**config.mk**
```make
export PLATFORM = sky130hd
export DESIGN_NAME = cvt_cell
export DESIGN_NICKNAME = d
export VERILOG_FILES = /design/src/hdl/constant_verification_table_macros.svh /design/src/hdl/cvt_pkg.sv /design/src/hdl/cvt_cell.sv
export SDC_FILE = /design/constraint.sdc
export NUM_CORES = 1
export LEC_CHECK = 0
export ABC_CLOCK_PERIOD_IN_PS = 3100
export CORE_MARGIN = 3
export CORE_UTILIZATION = 25
export CTS_BUF_LIST = sky130_fd_sc_hd__clkbuf_2
export CTS_CLUSTER_SIZE = 14
export DETAILED_ROUTE_END_ITERATION = 10
export DONT_BUFFER_PORTS = 1
export PLACE_DENSITY = 0.38
export SKIP_LAST_GASP = 1
export SLEW_MARGIN = 40
export SYNTH_ARGS = -nofsm -noshare
export SYNTH_HDL_FRONTEND = slang
export SYNTH_SLANG_ARGS = --single-unit
```
**constraint.sdc**
```tcl
create_clock -name clk -period 3.1 [get_ports clk]
set_clock_uncertainty 0.15 [all_clocks]
set_input_delay 0.31 -clock clk [delete_from_list [all_inputs] [get_ports clk]]
set_output_delay 0.31 -clock clk [all_outputs]
set_load 0.005 [all_outputs]
```
**src/hdl/constant_verification_table_macros.svh**
```systemverilog
// assertion macros for the constant verification table
// used by the top level only
`ifndef CONSTANT_VERIFICATION_TABLE_MACROS_SVH
`define CONSTANT_VERIFICATION_TABLE_MACROS_SVH

// implication checked every clock outside reset
`define CVT_ASSERT_IMP(label, ante, cons) \
    label: assert property (@(posedge clk) disable iff (!rst_n) (ante) |-> (cons)) \
        else $error("assertion failed");

// next-cycle implication checked outside reset
`define CVT_ASSERT_NEXT(label, ante, cons) \
    label: assert property (@(posedge clk) disable iff (!rst_n) (ante) |=> (cons)) \
        else $error("assertion failed");

`endif

```
**src/hdl/cvt_pkg.sv**
```systemverilog
// package for the constant verification table
// sizes, request codes, the cell control struct and the hit chain struct; no dependencies
`default_nettype none
package cvt_pkg;
    localparam int TableSize = 32;
    localparam int SlotBits = $clog2(TableSize);
    localparam int CountBits = $clog2(TableSize + 1);
    localparam int PredBits = 12;
    localparam int AddrBits = 64;
    localparam int DataBits = 64;

    typedef enum logic [1:0] {
        REQ_VERIFY = 2'd0,
        REQ_INSERT = 2'd1,
        REQ_STORE  = 2'd2,
        REQ_NONE   = 2'd3
    } req_t;

    typedef logic [SlotBits-1:0] slot_t;

    // broadcast to every cell for the request being processed
    typedef struct packed {
        logic               verify;
        logic               store;
        logic               write;
        slot_t              write_slot;
        logic [AddrBits-1:0] vaddr;
        logic [AddrBits-1:0] paddr;
        logic [PredBits-1:0] pred_index;
        logic [DataBits-1:0] load_data;
    } cell_ctrl_t;

    // hit chain handed from cell to cell
    typedef struct packed {
        logic                hit;
        logic [AddrBits-1:0] paddr;
    } hit_chain_t;
endpackage
`default_nettype wire

```
**src/hdl/cvt_cell.sv**
```systemverilog
// one table entry: holds its fields, matches the request, forwards the hit chain
// depends on cvt_pkg
`default_nettype none
module cvt_cell (
    input  wire logic                      clk,
    input  wire logic                      rst_n,
    input  wire cvt_pkg::slot_t            slot_id,
    input  wire cvt_pkg::cell_ctrl_t       ctrl,
    input  wire cvt_pkg::hit_chain_t       chain_in,
    output cvt_pkg::hit_chain_t            chain_out,
    output logic                           valid,
    output logic                           store_kill
);
    logic                          valid_reg;
    logic [cvt_pkg::AddrBits-1:0]  vaddr_reg;
    logic [cvt_pkg::AddrBits-1:0]  paddr_reg;
    logic [cvt_pkg::PredBits-1:0]  pidx_reg;
    logic [cvt_pkg::DataBits-1:0]  data_reg;
    logic                          match;
    logic                          wr;

    assign wr = ctrl.write && (ctrl.write_slot == slot_id);
    assign match = valid_reg && (vaddr_reg == ctrl.vaddr) &&
                   (pidx_reg == ctrl.pred_index) && (data_reg == ctrl.load_data);
    assign store_kill = ctrl.store && valid_reg &&
                        ((vaddr_reg == ctrl.vaddr) || (paddr_reg == ctrl.paddr));
    assign valid = valid_reg;

    // first match in index order wins: cells with lower index sit upstream
    always_comb
    begin
        chain_out = chain_in;
        if (!chain_in.hit && ctrl.verify && match)
        begin
            chain_out.hit = 1'b1;
            chain_out.paddr = paddr_reg;
        end
    end

    always_ff @(posedge clk or negedge rst_n)
    begin
        if (!rst_n)
        begin
            valid_reg <= 1'b0;
        end
        else if (wr)
        begin
            valid_reg <= 1'b1;
        end
        else if (store_kill)
        begin
            valid_reg <= 1'b0;
        end
    end

    always_ff @(posedge clk)
    begin
        if (wr)
        begin
            vaddr_reg <= ctrl.vaddr;
            paddr_reg <= ctrl.paddr;
            pidx_reg  <= ctrl.pred_index;
            data_reg  <= ctrl.load_data;
        end
    end
endmodule
`default_nettype wire

```
==> flow_summary.ini, run 1 <==
[yosys]
syn_area_um2 = 9460
synth_top_area_cell = edfxtp_1
yosysMostFrequentCell = edfxtp_1
ys_seq_area_share_pct = 65.0
synth-edff-count = 204
yosysUniqueCellTypes = 24
ys.warnings.count = 0
synth_nets = 855
synth_seq_cells = 205
syn-instance-count = 571
synthTopCellsByCount = 204 x edfxtp_1, 180 x xor2_1, 49 x mux2_4
synth_area_per_cell_um2 = 16.6
synth_top_area_share_pct = 64.8
synth_flop_cell = edfxtp_1
async_reset_ff_share_pct = 0.488
ys_top_cells_by_area = edfxtp_1 65%, xor2_1 17%, mux2_4 7.8%

[clocking]
hold_buffers = 236
cts_setup_buffers = 0
htreeDepth = 2
max-clock-path-buffers = 3
cts_root_buffer = clkbuf_2
ctsResizeCount = 14
cts_buffers = 59
clkSinkCount = 205

[placement]
gp_congestion = 0.783
dp_hpwl_um = 18700
dpl.cell_count = 1081
post-place-ws_ps = -230
io_buffers = 0
placed_area_um2 = 10200

[run_status]
error = [ERROR RSZ-0060] Max buffer count reached.
stop_stage = clock tree synthesis (4_1_cts)
status = aborted with a tool error

[floorplanning]
fp.dieH_um = 201
die_w_um = 201
start_util_pct = 25.6
ios = 351
num_rows = 70
[cells by family after synthesis]
logic type / after synthesis / share of synthesized area (%)
buffers and inverters: 16 / 1.07
multiplexers: 64 / 9.56
XOR/XNOR: 201 / 18.6
AO/OA/AOI/OAI: 9 / 0.767
AND/OR/NAND/NOR: 76 / 4.95
flip-flops: 205 / 65.0
[per-stage QoR]
step / setup TNS [ps] / utilization (%)
3_5_place_dp: -13540 / 27.6
3_3_place_gp: -11930 / 27.6
2_1_floorplan: 0 / -
==> inputs of run 2 (changes only) <==
--- a/config.mk
+++ b/config.mk
@@ -7,12 +7,10 @@
 export LEC_CHECK = 0
 export ABC_CLOCK_PERIOD_IN_PS = 3100
 export CORE_MARGIN = 3
-export CORE_UTILIZATION = 25
-export CTS_BUF_LIST = sky130_fd_sc_hd__clkbuf_2
-export CTS_CLUSTER_SIZE = 14
+export CORE_UTILIZATION = 20
 export DETAILED_ROUTE_END_ITERATION = 10
 export DONT_BUFFER_PORTS = 1
-export PLACE_DENSITY = 0.38
+export PLACE_DENSITY_LB_ADDON = 0.15
 export SKIP_LAST_GASP = 1
 export SLEW_MARGIN = 40
 export SYNTH_ARGS = -nofsm -noshare
==> run 2 against run 1 <==
The flow now finishes, with violations (negative setup slack). Synthesized cell count stayed put. Area after synthesis stayed put.
==> flow_summary.ini, run 2 <==
[run_status]
status = complete, but fails checks
violations = negative setup slack

[worst_setup_path]
cp-end-kind = primary output
critical_path_class = flop to primary output
worst_ep_arrival_time_ps = 2970
r2r_slack_ps = 840
cp_max_fo = 33
critPathLaunchType = flop
critical_path_required_ps = 2640

[placement]
io_buffers = 0
dp_hpwl_um = 19800
gp_congestion = 0.754

[global_routing]
gr-total-overflow = 0
met3_usage_pct = 3.70
use_met1_pct = 11.9
grt-busiest-layer = met2
grt_use_total_pct = 10.8
grt_start_max_net_pins = 41
grtUsageMet2_pct = 19.6
grt_pass1_wl_um = 40800
grt_pass1_vias = 6591
antenna_found_initial = 3

[yosys]
async_reset_ff_share_pct = 0.488
ys_top_cells_by_area = edfxtp_1 65%, xor2_1 17%, mux2_4 7.8%
yosysMostFrequentCell = edfxtp_1
ys_seq_area_share_pct = 65.0
synth-edff-count = 204
synth_seq_cells = 205
synth_top_area_cell = edfxtp_1
synth_area_per_cell_um2 = 16.6
yosysUniqueCellTypes = 24
synth_flop_cell = edfxtp_1
synth_top_area_share_pct = 64.8
syn-instance-count = 571
synthTopCellsByCount = 204 x edfxtp_1, 180 x xor2_1, 49 x mux2_4
syn_area_um2 = 9460
ys.warnings.count = 0
synth_nets = 855

[power_and_ir_drop]
leakage_nw = 4.81
total_power_w = 0.00653
ir_drop_mv = 0.365
power.density_nw_per_um2 = 484

[sta]
min_period_ps = 3430
grt_setup_unrepaired = yes
period_share_pct = 111
final_hold_viol_count = 0
fin_setup_tns_ps = -19880
max_freq_ghz = 0.292
drv_slew = 0
setup_slack_ps = -328
worst-slew-pin-transition_ps = 662
setup_violations = 65
slew_headroom_pct = 55.8

[layout]
num-fill-cells = 4678
mostFrequentLayoutCells = 207 x dlygate4sd3_1, 204 x edfxtp_1, 180 x xor2_1
final_nets = 1115
final_common_cell = dlygate4sd3_1
regArea_um2 = 6150
drive_above_1_share_pct = 17.5
syn_to_final_growth_pct = 42.8
multi_input_area_um2 = 3340

[route]
drcViolationCount = 0
ant_nets = 0
drtIter0Drc = 161
drt-pass1-iter-count = 4
vias = 5827
wire_per_inst_um = 19.2
routed_wl_um = 28000
viasPerCell = 4.00

[floorplanning]
die_w_um = 223
die_area_um2 = 49900
core_area_um2 = 46700
fp.dieH_um = 223
num_rows = 79
start_util_pct = 20.3
ios = 351

[run]
drv_cap = 0

[clocking]
cts_tree = built
htreeDepth = 1
clk_latency_ps = 540
cts_root_buffer = clkbuf_16
cts_buffers = 26
clkSinkCount = 205
path_clk_slew_ps = 50
max-clock-path-buffers = 3

[worst_hold_path]
hold_path_class = input port to flop
-- run 2: cell counts after synthesis --
Identical to the previous run, type by type.
-- run 2: layer usage --
layer  vias to the layer above  wire length [µm]
li1                       2683                 -
met1                      2835             10600
met2                       274             14200
met3                        35              2480
met4                         0               822
met5                         -                 0
-- run 2: cells by family after synthesis --
kind of cell | after synthesis | synth area share, %
mux | 64 | 9.56
buf+inv | 16 | 1.07
flops | 205 | 65.0
xor+xnor | 201 | 18.6
simple gates | 76 | 4.95
compound gates | 9 | 0.767
-- run 2: final timing paths --
| kind | start | to | depth (start not counted) |
|---|---|---|---|
| worst max register to register | paddr_reg[29] | valid | 8 |
| worst min register to register | valid | valid | 3 |
| max in group asynchronous | rst_n | valid | 2 |
| worst min-delay path | ctrl[209] | vaddr_reg[34] | 1 |
| min in group asynchronous | rst_n | valid | 2 |
| worst max-delay path | data_reg[14] | chain_out[39] | 9 |
-- run 2: area by class of cell --
type                            instances  area share, %
Timing Repair Buffer                  239           17.8
Antenna cell                            2         0.0371
Multi-Input combinational cell        350           24.7
Clock inverter                         12           1.04
Clock buffer                           33           5.01
Sequential cell                       205           45.6
Inverter                                9          0.250
Tap cell                              607           5.63
-- run 2: power by group --
| group | internal (W) | switching [W] | total [W] |
|---|---|---|---|
| clock network | 0.00178 | 0.00111 | 0.00289 |
| logic | 0.000330 | 0.000174 | 0.000504 |
| registers | 0.00311 | 0.0000284 | 0.00314 |
| total | 0.00522 | 0.00131 | 0.00653 |
-- run 2: critical path, cell delays in order (launching register included) --
cell       delay (ps)
edfxtp_1          380
nand2b_1           90
o2111ai_1         120
or4_4             550
nor4_4            310
buf_4             170
nand4_1            80
buf_6             170
buf_12            170
mux2_4            340
-- run 2: timing repair --
action,in CTS,in global routing
setup endpoints to repair,66,66
hold buffers,207,0
setup buffers,5,4
gates cloned,1,0
pin swaps,5,11
endpoints found under the hold margin,206,0
gates resized for setup,14,8
-- run 2: stage by stage --
stage / area (µm²) / hold slack (ps) / setup slack (ps) / utilization [%] / instances
finish: 13500 / 191 / -328 / 28.9 / 1457
detailed placement: 10400 / -136 / -396 / 22.3 / 1193
global route: 13500 / 173 / -543 / 28.9 / 1457
CTS: 13400 / 174 / -498 / 28.8 / 1451
floorplan: 9460 / -136 / 249 / - / 571
global placement: 10400 / -136 / -301 / 22.3 / 1193
Note: power is estimated with default switching activity, not from simulation.
