### src/hdl/constant_verification_table_macros.svh
// assertion macros for the constant verification table
// used by the top level only
`ifndef CONSTANT_VERIFICATION_TABLE_MACROS_SVH
`define CONSTANT_VERIFICATION_TABLE_MACROS_SVH

// implication checked every clock outside reset
`define CVT_ASSERT_IMP(label, ante, cons) \
    label: assert property (@(posedge clk) disable iff (!rst_n) (ante) |-> (cons)) \
        else $error("assertion failed");

// next-cycle implication checked outside reset
`define CVT_ASSERT_NEXT(label, ante, cons) \
    label: assert property (@(posedge clk) disable iff (!rst_n) (ante) |=> (cons)) \
        else $error("assertion failed");

`endif

### src/hdl/cvt_pkg.sv
// package for the constant verification table
// sizes, request codes, the cell control struct and the hit chain struct; no dependencies
`default_nettype none
package cvt_pkg;
    localparam int TableSize = 32;
    localparam int SlotBits = $clog2(TableSize);
    localparam int CountBits = $clog2(TableSize + 1);
    localparam int PredBits = 12;
    localparam int AddrBits = 64;
    localparam int DataBits = 64;

    typedef enum logic [1:0] {
        REQ_VERIFY = 2'd0,
        REQ_INSERT = 2'd1,
        REQ_STORE  = 2'd2,
        REQ_NONE   = 2'd3
    } req_t;

    typedef logic [SlotBits-1:0] slot_t;

    // broadcast to every cell for the request being processed
    typedef struct packed {
        logic               verify;
        logic               store;
        logic               write;
        slot_t              write_slot;
        logic [AddrBits-1:0] vaddr;
        logic [AddrBits-1:0] paddr;
        logic [PredBits-1:0] pred_index;
        logic [DataBits-1:0] load_data;
    } cell_ctrl_t;

    // hit chain handed from cell to cell
    typedef struct packed {
        logic                hit;
        logic [AddrBits-1:0] paddr;
    } hit_chain_t;
endpackage
`default_nettype wire

### src/hdl/cvt_free_list.sv
// free slot fifo and lfsr victim picker, pushes freed slots one per cycle; a pop in the same cycle wins over a push
// depends on cvt_pkg
`default_nettype none
module cvt_free_list (
    input  wire logic                         clk,
    input  wire logic                         rst_n,
    input  wire logic                         pop,
    input  wire logic                         push,
    input  wire cvt_pkg::slot_t               push_slot,
    output cvt_pkg::slot_t                    alloc_slot,
    output logic [cvt_pkg::CountBits-1:0]     count
);
    localparam int N = cvt_pkg::TableSize;
    localparam int SB = cvt_pkg::SlotBits;

    cvt_pkg::slot_t                fifo_reg [N];
    logic [SB-1:0]                 head_reg;
    logic [cvt_pkg::CountBits-1:0] count_reg;
    logic [15:0]                   lfsr_reg;
    logic [15:0]                   lfsr_next;
    logic [SB-1:0]                 tail;
    logic [cvt_pkg::CountBits:0]   tail_sum;
    logic                          empty;

    assign empty = (count_reg == '0);
    assign lfsr_next = lfsr_reg[0] ? ((lfsr_reg >> 1) ^ 16'hB400) : (lfsr_reg >> 1);
    assign alloc_slot = empty ? SB'(lfsr_next % N) : fifo_reg[head_reg];
    assign tail_sum = (cvt_pkg::CountBits+1)'(head_reg) + (cvt_pkg::CountBits+1)'(count_reg);
    assign tail = SB'(tail_sum % N);
    assign count = count_reg;

    always_ff @(posedge clk or negedge rst_n)
    begin
        if (!rst_n)
        begin
            head_reg  <= '0;
            count_reg <= cvt_pkg::CountBits'(N);
            lfsr_reg  <= 16'd1;
            for (int i = 0; i < N; i++)
            begin
                fifo_reg[i] <= SB'(i);
            end
        end
        else
        begin
            if (pop && empty)
            begin
                lfsr_reg <= lfsr_next;
            end
            else if (pop)
            begin
                head_reg  <= SB'((head_reg + 1'b1) % N);
                count_reg <= count_reg - 1'b1;
            end
            else if (push)
            begin
                fifo_reg[tail] <= push_slot;
                count_reg <= count_reg + 1'b1;
            end
        end
    end
endmodule
`default_nettype wire

### config.mk
export PLATFORM = sky130hd
export DESIGN_NAME = cvt_free_list
export DESIGN_NICKNAME = d
export VERILOG_FILES = /design/src/hdl/constant_verification_table_macros.svh /design/src/hdl/cvt_pkg.sv /design/src/hdl/cvt_free_list.sv
export SDC_FILE = /design/constraint.sdc
export NUM_CORES = 1
export LEC_CHECK = 0
export ABC_AREA = 1
export BUFFER_PORTS_ARGS = -buffer_cell sky130_fd_sc_hd__buf_2
export CORE_AREA = 3 3 146 148
export DETAILED_ROUTE_END_ITERATION = 16
export DIE_AREA = 0 0 149 151
export PLACE_DENSITY = 0.66
export SKIP_LAST_GASP = 1
export SYNTH_ARGS = -nofsm -noshare
export SYNTH_HDL_FRONTEND = slang
export SYNTH_SLANG_ARGS = --single-unit
### constraint.sdc
create_clock -name clk -period 3.2 [get_ports clk]
set_input_delay 0.64 -clock clk [delete_from_list [all_inputs] [get_ports clk]]
set_output_delay 0.64 -clock clk [all_outputs]
set_load 0.005 [all_outputs]
# Word level (Yosys, flattened, before mapping)
# Cells that the tools add are included.
# classes
muxes	10
magnitude_cmp	3
addsub	4
n_reduce_logical	7
bitwise_logic	5
# ops
op	n
bitwise mux 160 bit	1
binary-select mux 5 bit (select 5 bit)	1
demux 5 bit (select 5 bit)	1
2-to-1 mux 5 bit	4
2-to-1 mux 16 bit	1
>= comparator 6 bit (second input constant)	2
2-to-1 mux 6 bit	2
NOT 5 -> 6 bit	2
adder 6 x 1 -> 6 bit (second input constant)	1
logical NOT 6 bit	1
less-than comparator 6 x 1 -> 1 bit (second input constant)	1
subtractor 6 x 1 -> 6 bit (second input constant)	1
adder 5 x 1 -> 5 bit (second input constant)	1
adder 5 bit	1
NOT 3 -> 4 bit	1
AND reduction 2 bit	2
AND reduction 3 bit	1
logical AND 1 bit	2
NOT 1 bit	2
nonzero test 2 bit	1
# totals
in_bits	9
register_bits	187
out_inout_bits	11
elab_cells	64

# Longest topological paths before layout
# Gate-level depths: netlist of the first run.
# depth
depth_word	7
ltp_mapped	12
mapped_depth_nobuf	9

# Worst setup path after synthesis of the first run
# No wires, ideal clock.
# synth_path
path_kind	reg-to-reg
startpoint	register count_reg, in the netlist count[0]
endpoint	register fifo_reg[151] (netlist bit)
setup_ns	0.119
period_less_slack_ns	2.266
path_stages_with_launch	9
n_path_buf	2
path_slack_ns	0.934
required_time_ns	3.081
t_arrival_ns	2.147
path_cell_list	dfrtp_1 > ha_1 > fa_1 > xor2_1 > clkinv_1 > buf_2 > clkbuf_1 > nand4_1 > nand2_1
# synth_via
elab_chain_cells	7
word_cells_on_any_way	12
cone_classes	add/sub (1); order compare (2); mux (3); bitwise (2); reduce/logical (4)
# synth_rtl
element	line_no	rtl
start, declared	cvt_free_list.sv:18	logic [cvt_pkg::CountBits-1:0] count_reg;
start signal, assigned	cvt_free_list.sv:37	count_reg <= cvt_pkg::CountBits'(N);
start signal, assigned	cvt_free_list.sv:53	count_reg <= count_reg - 1'b1;
start signal, assigned	cvt_free_list.sv:58	count_reg <= count_reg + 1'b1;
adder 5 bit	cvt_free_list.sv:28	assign tail_sum = (cvt_pkg::CountBits+1)'(head_reg) + (cvt_pkg::CountBits+1)'(count_reg);
NOT 5 -> 6 bit (implied by the code)	cvt_free_list.sv:57	fifo_reg[tail] <= push_slot;
>= comparator 6 bit (implied by the code) or less-than comparator 6 x 1 -> 1 bit (tied branches)	cvt_free_list.sv:57	
logical AND 1 bit (implied by the code)	cvt_free_list.sv:57	
2-to-1 mux 5 bit (implied by the code)	cvt_free_list.sv:57	
demux 5 bit (select 5 bit)	cvt_free_list.sv:57	
bitwise mux 160 bit	cvt_free_list.sv:57	
end signal, assigned by index	cvt_free_list.sv:41	fifo_reg[i] <= SB'(i);
end signal, assigned by index	cvt_free_list.sv:57	
end, declared	cvt_free_list.sv:16	cvt_pkg::slot_t fifo_reg [N];
# Several ways; a longest one is shown, not always the timed one.
# A chain may end at the register's enable or synchronous reset.

# Final worst setup path of the first run
# layout_path
startpoint	register head_reg[0]
endpoint	output port alloc_slot[2]
# layout_via
elab_chain_cells	5
# layout_rtl
element	line_no	rtl
start, declared	cvt_free_list.sv:17	logic [SB-1:0] head_reg;
start signal, assigned	cvt_free_list.sv:52	head_reg <= SB'((head_reg + 1'b1) % N);
NOT 5 -> 6 bit (implied by the code)	cvt_free_list.sv:27	assign alloc_slot = empty ? SB'(lfsr_next % N) : fifo_reg[head_reg];
binary-select mux 5 bit (select 5 bit)	cvt_free_list.sv:27	
2-to-1 mux 5 bit (implied by the code) (2 in series)	cvt_free_list.sv:27	
2-to-1 mux 5 bit	cvt_free_list.sv:27	
end, declared	cvt_free_list.sv:10	output cvt_pkg::slot_t alloc_slot,
# No other way between the ends. The select of a mux whose other input is x is not followed.

==> impl_metrics.py, run 1 <==
metrics = {
    "route": {
        "drtIter0Drc": 981,
        "wl_per_cell_um": 17.7,
        "vias": 9286,
        "ant_nets": 0,
        "drt-vias-per-instance": 5.71,
        "firstDrtPassIters": 5,
        "drc": 0,
        "drt-total-wl_mm": 28.8,
    },
    "finish": {
        "layout_commonest_cell": "nand2_1",
        "antenna_cells": 0,
        "nNetsFinal": 1362,
        "largest_reg_flops": 160,
        "final_cell_mix": "nand2_1 (599), nand4_1 (195), dfrtp_1 (103)",
        "drive_gt1_share_pct": 13.7,
        "area_delta_synth_final_pct": 10.2,
        "final_util_pct": 55.5,
    },
    "clock_tree": {
        "cts_tree": "yes",
        "clkTransAtPathRegs_ps": 70,
        "cts-buffers-inserted": 17,
        "htreeDepth": 4,
        "clock_path_buffers": 2,
        "clock-root-buffer": "clkbuf_16",
        "cts_resized": 0,
        "cts.hold.buffers_added": 0,
        "clk_latency_ps": 440,
        "post_cts.repair.setup_buffers": 0,
        "cts.sinks": 187,
    },
    "placed_design": {
        "dp_hpwl_mm": 17.2,
        "io_buffers": 19,
        "gp_congestion": 0.901,
        "place_ws_ps": 538,
    },
    "setup_path": {
        "worstReg2RegEnd": "fifo_reg[121]",
        "critPathKind": "register to output port",
        "crit_path_end_kind": "output port",
        "r2r_cells": 10,
        "cp.required_ps": 2560,
        "ff2ff_setup_slack_ps": 530,
        "cp_max_fo": 21,
        "startpoint_type": "register",
        "arrival_ps": 2470,
        "rr_startpoint": "count[0]",
    },
    "global_route": {
        "gr-usage-met1_pct": 38.6,
        "grtUsageMet2_pct": 41.3,
        "grt_usage_pct": 26.6,
        "grt_overflow": 0,
        "antenna_found_initial": 0,
        "busiest_layer": "met2",
        "grt_pass1_vias": 8946,
        "grtUsageMet3_pct": 4.70,
        "grt_pass1_wl_mm": 47.7,
        "grt_max_degree": 97,
    },
    "status": {
        "status": "finished, final reports clean",
    },
    "logic_synthesis": {
        "ys_warn_count": 0,
        "netlist_area_um2": 10200,
        "syn_area_per_cell_um2": 7.38,
        "yosysUniqueCellTypes": 23,
        "synthTopCellsByArea": "dfrtp_1 (26%), nand2_1 (22%), dfstp_2 (21%), nand4_1 (12%), nand3_1 (4.9%)",
        "synth_nets": 1398,
        "ys_ff_latch": 187,
        "synth_top_cell_by_area": "dfrtp_1",
        "yosysSeqAreaShare_pct": 47.0,
        "yosys.area.top_type_share_pct": 25.8,
        "synthCells": 1378,
    },
    "floorplan": {
        "std_cell_rows": 52,
        "fp.dieH_um": 151,
        "die_area_um2": 22500,
        "start_util_pct": 50.4,
        "die_w_um": 149,
        "core-area_um2": 20200,
        "num_io_pins": 20,
    },
    "flow_run": {
        "maxCapViolCount": 0,
    },
    "timing": {
        "maxSlewHeadroom_pct": 36.3,
        "post-route-period-util_pct": 97.1,
        "fin_ws_ps": 94.1,
        "finClkSkew_ps": 8.44,
        "final-setup-viol-count": 0,
        "rsz0062_at_grt": "true",
        "drv_slew": 0,
        "fmax_ghz": 0.322,
        "holdWs_ps": 201,
        "min_period_ps": 3110,
        "setup_tns_ps": 0,
        "worst_pin_slew_ps": 955,
        "hold_viol": 0,
    },
    "hold_path": {
        "hp-class": "input pin to async pin",
    },
}
[critical path: stages (launching register included)]
cell and delay (ps):
dfrtp_2 420, clkinv_2 310, buf_4 310, o21ai_0 250, nand3_1 160, nand3_1 130
nand2_1 100, nand3_1 140, nand2_1 70, buf_2 130
[final cells by class]
cell class | count | area, µm²
sequential | 187 | 4780
timing repair buffer | 53 | 444
clock inverter | 11 | 154
inverter | 87 | 332
tap | 270 | 338
fill | 1916 | 8970
multi-input combinational | 996 | 4680
clock buffer | 21 | 470
[layer usage]
metal / wire, µm / vias to the layer above
li1: - / 4460
met1: 13400 / 4495
met2: 13100 / 286
met3: 1750 / 45
met4: 517 / 0
met5: 0 / -
[synthesized netlist by cell type]
master,count
ha_1,9
nand4_1,195
xnor2_2,1
nand3_1,99
xor2_2,1
o21ai_0,17
clkinv_1,3
xnor2_1,2
a31oi_1,1
dfrtp_1,105
clkbuf_1,71
xor2_1,12
fa_1,2
buf_1,14
nor3_1,2
nand2_1,600
inv_2,1
nor2_1,40
dfstp_2,82
buf_2,23
inv_1,83
a21oi_1,14
xnor2_4,1
[how the worst max path moves through the flow]
stage / depth (start not counted) / startpoint / endpoint / slack (ps)
floorplan: 8 / count[0] / fifo_reg[151] / 930
global placement: 8 / head_reg[2] / alloc_slot[0] / 550
detailed placement: 8 / head_reg[2] / alloc_slot[0] / 540
CTS: 8 / head_reg[2] / alloc_slot[0] / 20
global route: 9 / head_reg[0] / alloc_slot[0] / -10
finish: 9 / head_reg[0] / alloc_slot[2] / 90
[through the flow]
step           instances  instance area, µm²
2_1_floorplan       1378               10200
3_3_place_gp        1593               10600
3_5_place_dp        1593               10600
4_1_cts             1625               11200
5_1_grt             1625               11200
6_report            1625               11200
[kinds of logic after synthesis]
kind of cell,count (synthesis),share of synthesized area [%]
and+or+nand+nor,936,40.6
DFF,187,47.0
xor gates and xnor gates,17,1.80
AOI/OAI and AO/OA,32,1.59
adders and majority gates,11,1.50
buffers and inverters,195,7.48
Power of run 1 is left out: the tool's default activity adds up to more than one toggle a clock period on the data nets, which glitch-free logic cannot reach.
==> inputs of run 2 (changes only) <==
- ABC_AREA: 1 -> default
- CORE_AREA: 3 3 146 148 -> 3 3 137 139
- DIE_AREA: 0 0 149 151 -> 0 0 140 142
- PLACE_DENSITY: 0.66 -> 0.67
==> run 2 against run 1 <==
  * The run now ends with negative setup slack left
  * Clock skew down 2.0 ps
  * Maximum frequency down 3.3%
  * Die area down 12%
  * Flip-flop and latch count unchanged
  * Design area down 8.9%
  * Setup slack worse by 110 ps
  * Non-clock buffer count down 10
  * Synthesized cell count down 54%
  * Largest cell class unchanged
==> impl_metrics.py, run 2 <==
metrics = {
    "status": {
        "status": "finished, violations left",
        "violations": "negative setup slack",
    },
    "finish": {
        "drive_gt1_share_pct": 56.4,
        "layout_commonest_cell": "mux2_2",
        "largest_reg_flops": 160,
        "antenna_cells": 0,
        "area_delta_synth_final_pct": 13.3,
        "fillers": 1425,
        "final_cell_area_um2": 10200,
        "nNetsFinal": 688,
        "final_util_pct": 57.4,
        "final_cell_mix": "mux2_2 (175), dfrtp_1 (103), dfstp_2 (82)",
    },
    "setup_path": {
        "arrival_ps": 2570,
        "cp.required_ps": 2560,
        "crit_path_end_kind": "output port",
        "startpoint_type": "register",
        "ff2ff_setup_slack_ps": 100,
        "crit_chain": "buf_6 -> mux4_2 -> mux2i_2 -> nor2_1 -> nor4_2 -> nor3_1 -> buf_2",
        "slowest_delay_ps": 610,
        "r2r_cells": 7,
        "critPathKind": "register to output port",
        "cp_max_fo": 14,
        "slowest_stage": "dfrtp_4",
    },
    "route": {
        "ant_nets": 0,
        "drtIter0Drc": 341,
        "drt-total-wl_mm": 19.9,
        "drt-vias-per-instance": 5.85,
        "wl_per_cell_um": 21.9,
        "drc": 0,
        "vias": 5322,
        "firstDrtPassIters": 6,
    },
    "logic_synthesis": {
        "synthCells": 640,
        "yosysMostFrequentCell": "mux2_2",
        "yosysUniqueCellTypes": 41,
        "synth_edf_count": 0,
        "synth_flop_cell": "dfrtp_1",
        "ys_warn_count": 0,
        "syn_area_per_cell_um2": 14.1,
        "yosys.area.top_type_share_pct": 29.2,
        "ys_async_sr_fraction_pct": 100,
        "synth_top_cell_by_area": "dfrtp_1",
        "ys_ff_latch": 187,
        "synthTopCellsByArea": "dfrtp_1 (29%), dfstp_2 (24%), mux2_2 (22%), mux4_2 (6.3%), mux2i_1 (4.6%)",
        "netlist_area_um2": 9000,
        "yosysSeqAreaShare_pct": 53.1,
        "synth_nets": 660,
        "synth_common_cells": "mux2_2 (175), dfrtp_1 (105), dfstp_2 (82), mux2i_1 (41)",
    },
    "timing": {
        "fmax_ghz": 0.311,
        "worst_pin_slew_ps": 813,
        "holdWs_ps": 248,
        "drv_slew": 0,
        "setup_tns_ps": -13.5,
        "min_period_ps": 3210,
        "fin_ws_ps": -13.5,
        "maxSlewHeadroom_pct": 45.8,
        "rsz0062_at_grt": "true",
        "finClkSkew_ps": 6.42,
        "post-route-period-util_pct": 100,
        "hold_viol": 0,
        "final-setup-viol-count": 1,
    },
    "clock_tree": {
        "cts.sinks": 187,
        "cts.hold.buffers_added": 0,
        "clk_latency_ps": 440,
        "clock-root-buffer": "clkbuf_16",
        "clock_path_buffers": 2,
        "cts_tree": "yes",
        "clkTransAtPathRegs_ps": 70,
        "htreeDepth": 4,
        "cts-buffers-inserted": 17,
    },
    "power_and_ir_drop": {
        "p_per_area_nw_per_um2": 1050,
        "ir_drop_mv": 0.441,
        "leakage_uw": 0.00447,
    },
    "global_route": {
        "antenna_found_initial": 0,
        "grt_max_degree": 87,
        "grt_pass1_vias": 5729,
        "grt_usage_pct": 20.8,
        "grt_overflow": 0,
        "grt_pass1_wl_mm": 32.0,
    },
    "placed_design": {
        "post_dp_cell_area_um2": 9440,
        "gp_congestion": 0.879,
        "io_buffers": 19,
        "dp_hpwl_mm": 13.1,
    },
    "floorplan": {
        "fp.dieH_um": 142,
        "die_w_um": 140,
        "std_cell_rows": 49,
        "start_util_pct": 50.6,
        "core-area_um2": 17800,
        "die_area_um2": 19900,
        "num_io_pins": 20,
    },
    "flow_run": {
        "maxCapViolCount": 0,
    },
    "hold_path": {
        "hp-class": "input pin to async pin",
    },
}
-- run 2: cell types whose count changed after synthesis, moves of 16 or more --
cell	previous run	this run
buf_2	23	6
mux2_2	0	175
mux4_2	0	25
clkbuf_1	71	25
nand4_1	195	4
mux2i_1	0	41
o22ai_1	0	16
nand3_1	99	7
inv_1	83	5
nand2_1	600	23
-- run 2: cells by family (layout without fill, tap and decap cells) --
logic type / after synthesis / count (layout) / synth area share (%)
multiplexers: 243 / 243 / 33.0
flip-flops: 187 / 187 / 53.1
AND/OR/NAND/NOR: 105 / 105 / 6.13
AO/OA/AOI/OAI: 40 / 40 / 2.82
buffers and inverters: 39 / 80 / 1.75
XOR/XNOR: 15 / 15 / 1.46
adder cells (fa/ha/maj): 11 / 11 / 1.70
-- run 2: cell type report --
class,count,area (µm²),share of cell area (%)
Inverter,5,18.8,0.184
Clock buffer,17,425,4.17
Clock inverter,15,176,1.73
Timing Repair Buffer,43,355,3.48
Multi-Input combinational cell,414,4150,40.7
Sequential cell,187,4790,46.9
Tap cell,229,287,2.81
-- run 2: worst paths after layout --
path,startpoint,end
setup / recovery,head_reg[1],alloc_slot[1]
hold / removal,rst_n,lfsr_reg[10]
setup reg to reg,head_reg[1],fifo_reg[53]
hold reg to reg,lfsr_reg[12],lfsr_reg[12]
max in group asynchronous,rst_n,fifo_reg[41]
min in group clk,lfsr_reg[12],lfsr_reg[12]
-- run 2: critical path: cells and delay by family, from the launching register on --
family,cells,cell delay (ps)
flip-flops,1,610
buffers and inverters,2,390
AND/OR/NAND/NOR,3,550
multiplexers,2,580
-- run 2: what timing repair did --
item,4_1_cts,5_1_grt
gates resized for setup,11,8
pin swaps,0,1
endpoints found under the setup margin,5,25
buffers inserted,2,1
cloned,1,0
-- run 2: through the flow --
stage | total power, µW | setup WS (ps) | instances
detailed placement | 8280 | 18.2 | 874
finish | 10700 | -13.5 | 910
global placement | 8100 | 10.0 | 874
floorplan | 7070 | 654 | 640
global route | 11300 | -112 | 910
CTS | 10600 | -16.9 | 909
-- run 2: where the power goes --
group          leakage (µW)  total, µW  switching (µW)  internal [µW]
clock              0.000295       2170             984           1180
combinational       0.00193       4420            2190           2230
sequential          0.00224       4100             557           3550
total               0.00447      10700            3730           6960
-- run 2: per-layer routing --
metal	up-vias	part of all wire, %	GRT usage, %
met4	0	2.0	6.78
met2	90	51	35.3
li1	2415	-	-
met3	29	2.8	3.39
met5	-	0	0
met1	2788	44	27.8
No activity file was read; power rests on OpenSTA's default activity.
==> inputs of run 3 (changes only) <==
==> constraint.sdc (replaced) <==
create_clock -name clk -period 3.2 [get_ports clk]
set_input_delay 0.32 -clock clk [delete_from_list [all_inputs] [get_ports clk]]
set_output_delay 0.32 -clock clk [all_outputs]
set_load 0.005 [all_outputs]
==> run 3 against run 2 <==
  * The flow finishes with violations (negative hold slack)
  * Design area decreased by 2.0%
  * Hold slack got worse by 270 ps
  * Maximum frequency increased by 3.7%
  * Non-clock buffer count decreased by 8
  * Critical path type unchanged
  * Setup slack improved by 120 ps
  * Register-to-register slack improved by 280 ps
  * Global-route usage decreased by 0.098 points
  * Combinational power decreased by 4.5%
==> impl_metrics.py, run 3 (same netlist as run 2, synthesis figures left out) <==
metrics = {
    "finish": {
        "area_delta_synth_final_pct": 11.0,
        "final_cell_mix": "mux2_2 (175), dfrtp_1 (103), dfstp_2 (82)",
        "fillers": 1438,
        "final_cell_area_um2": 10000,
        "layout_commonest_cell": "mux2_2",
        "nNetsFinal": 680,
        "drive_gt1_share_pct": 53.2,
        "stdcell_count": 902,
        "antenna_cells": 0,
        "largest_reg_flops": 160,
        "final_util_pct": 56.2,
    },
    "global_route": {
        "grt_max_degree": 100,
        "grt_overflow": 0,
        "grt_pass1_vias": 5718,
        "grt_usage_pct": 20.7,
        "grt_pass1_wl_mm": 31.9,
        "antenna_found_initial": 0,
    },
    "timing": {
        "maxSlewHeadroom_pct": 39.1,
        "setup_tns_ps": 0,
        "worst_pin_slew_ps": 914,
        "hold_viol": 21,
        "post-route-period-util_pct": 96.8,
        "drv_slew": 0,
        "fin_ws_ps": 103,
        "rsz0062_at_grt": "false",
        "holdWs_ps": -24.6,
        "finClkSkew_ps": 7.74,
        "fmax_ghz": 0.323,
        "min_period_ps": 3100,
        "final-setup-viol-count": 0,
    },
    "setup_path": {
        "endpoint": "alloc_slot[2]",
        "cp_max_fo": 26,
        "ff2ff_setup_slack_ps": 380,
        "startpoint_type": "register",
        "worstReg2RegEnd": "fifo_reg[158]",
        "crit_path_end_kind": "output port",
        "critPathKind": "register to output port",
        "slowest_delay_ps": 550,
        "rr_startpoint": "count[0]",
        "cp.required_ps": 2880,
        "slowest_stage": "mux4_2",
        "r2r_cells": 6,
        "startpoint": "head_reg[0]",
        "crit_chain": "buf_12 -> mux4_2 -> mux2i_1 -> nor2_1 -> nor4_1 -> nor3_1 -> buf_2",
        "arrival_ps": 2780,
    },
    "route": {
        "wl_per_cell_um": 21.7,
        "drt-total-wl_mm": 19.6,
        "drc": 0,
        "ant_nets": 0,
        "dr_wl_met3_um": 731,
        "firstDrtPassIters": 5,
        "wl_met2_mm": 9.57,
        "vias": 5292,
        "drtIter0Drc": 311,
        "drt-vias-per-instance": 5.87,
        "wl_met1_mm": 8.98,
        "routed.top_layer": "met4",
    },
    "clock_tree": {
        "htreeDepth": 4,
        "clock-root-buffer": "clkbuf_16",
        "cts.sinks": 187,
        "cts.hold.buffers_added": 0,
        "cts_resized": 0,
        "cts_tree": "yes",
        "cts-buffers-inserted": 17,
        "clk_latency_ps": 430,
        "post_cts.repair.setup_buffers": 0,
        "clock_path_buffers": 2,
        "clkTransAtPathRegs_ps": 70,
    },
    "floorplan": {
        "die_area_um2": 19900,
        "num_io_pins": 20,
        "start_util_pct": 50.6,
        "std_cell_rows": 49,
        "core-area_um2": 17800,
        "die_w_um": 140,
        "fp.dieH_um": 142,
    },
    "power_and_ir_drop": {
        "p_int_uw": 6770,
        "combPwrFrac_pct": 41.0,
        "p_seq_share_pct": 39.3,
        "ir_drop_mv": 0.482,
        "p_clk_share_pct": 19.7,
        "p_per_area_nw_per_um2": 1030,
        "leakage_uw": 0.00440,
        "swShare_pct": 34.2,
        "switching_power_uw": 3510,
    },
    "placed_design": {
        "post_dp_cell_area_um2": 9430,
        "gp_congestion": 0.851,
        "place_ws_ps": 425,
        "dp_hpwl_mm": 12.9,
        "io_buffers": 19,
        "dp_cells": 870,
    },
    "hold_path": {
        "hp-class": "input pin to async pin",
    },
    "flow_run": {
        "maxCapViolCount": 0,
    },
    "status": {
        "violations": "negative hold slack",
        "status": "finished, violations left",
    },
}
run 3: cell count changes in the layout (fill, tap and decap cells not counted), sizes merged:
| cell | change |
|---|---|
| inv | -8 |
| clkbuf | +6 |
| clkinvlp | +2 |
| bufinv | -1 |
| buf | -8 |
| clkinv | +1 |
run 3: power by group through the flow:
stage	clock network (µW)	logic [µW]	registers (µW)
after floorplan	0	3170	3890
after global placement	0	4090	4030
after detailed placement	0	4200	4070
after CTS	2070	4220	4040
after global routing	2170	4540	4160
final	2030	4220	4040
run 3: worst max-delay path: cells and delay by family, from the launching register on:
family                 cells  cell delay (ps)
buffers and inverters      2              400
DFF                        1              390
muxes                      2              840
and+or+nand+nor            3              690
run 3: layout make-up:
class / count / area (µm²) / share of cell area, %
timing repair buffer: 35 / 272 / 2.72
tap: 229 / 287 / 2.87
clock inverter: 9 / 88.8 / 0.888
sequential: 187 / 4780 / 47.9
multi-input combinational: 414 / 4070 / 40.7
clock buffer: 23 / 478 / 4.78
inverter: 5 / 18.8 / 0.188
run 3: worst min-delay path by stage:
stage                     cells past startpoint    startpoint            to  slack (ps)
final                                         1         rst_n  lfsr_reg[10]         -20
after detailed placement                      2  lfsr_reg[12]  lfsr_reg[12]         470
after CTS                                     1         rst_n   lfsr_reg[9]          10
after floorplan                               0         rst_n      count[0]          20
after global placement                        1         rst_n  lfsr_reg[10]         460
after global routing                          1         rst_n  lfsr_reg[10]          50
run 3: metrics by stage:
step	power [µW]	hold slack, ps
2_1_floorplan	7070	24.4
3_5_place_dp	8270	472
6_report	10300	-24.6
3_3_place_gp	8120	457
5_1_grt	10900	50.5
4_1_cts	10300	13.7
run 3: per-layer routing:
| metal | GRT usage [%] | vias up |
|---|---|---|
| met2 | 34.2 | 92 |
| li1 | - | 2400 |
| met4 | 6.07 | 0 |
| met3 | 3.43 | 22 |
| met5 | 0 | - |
| met1 | 28.8 | 2778 |
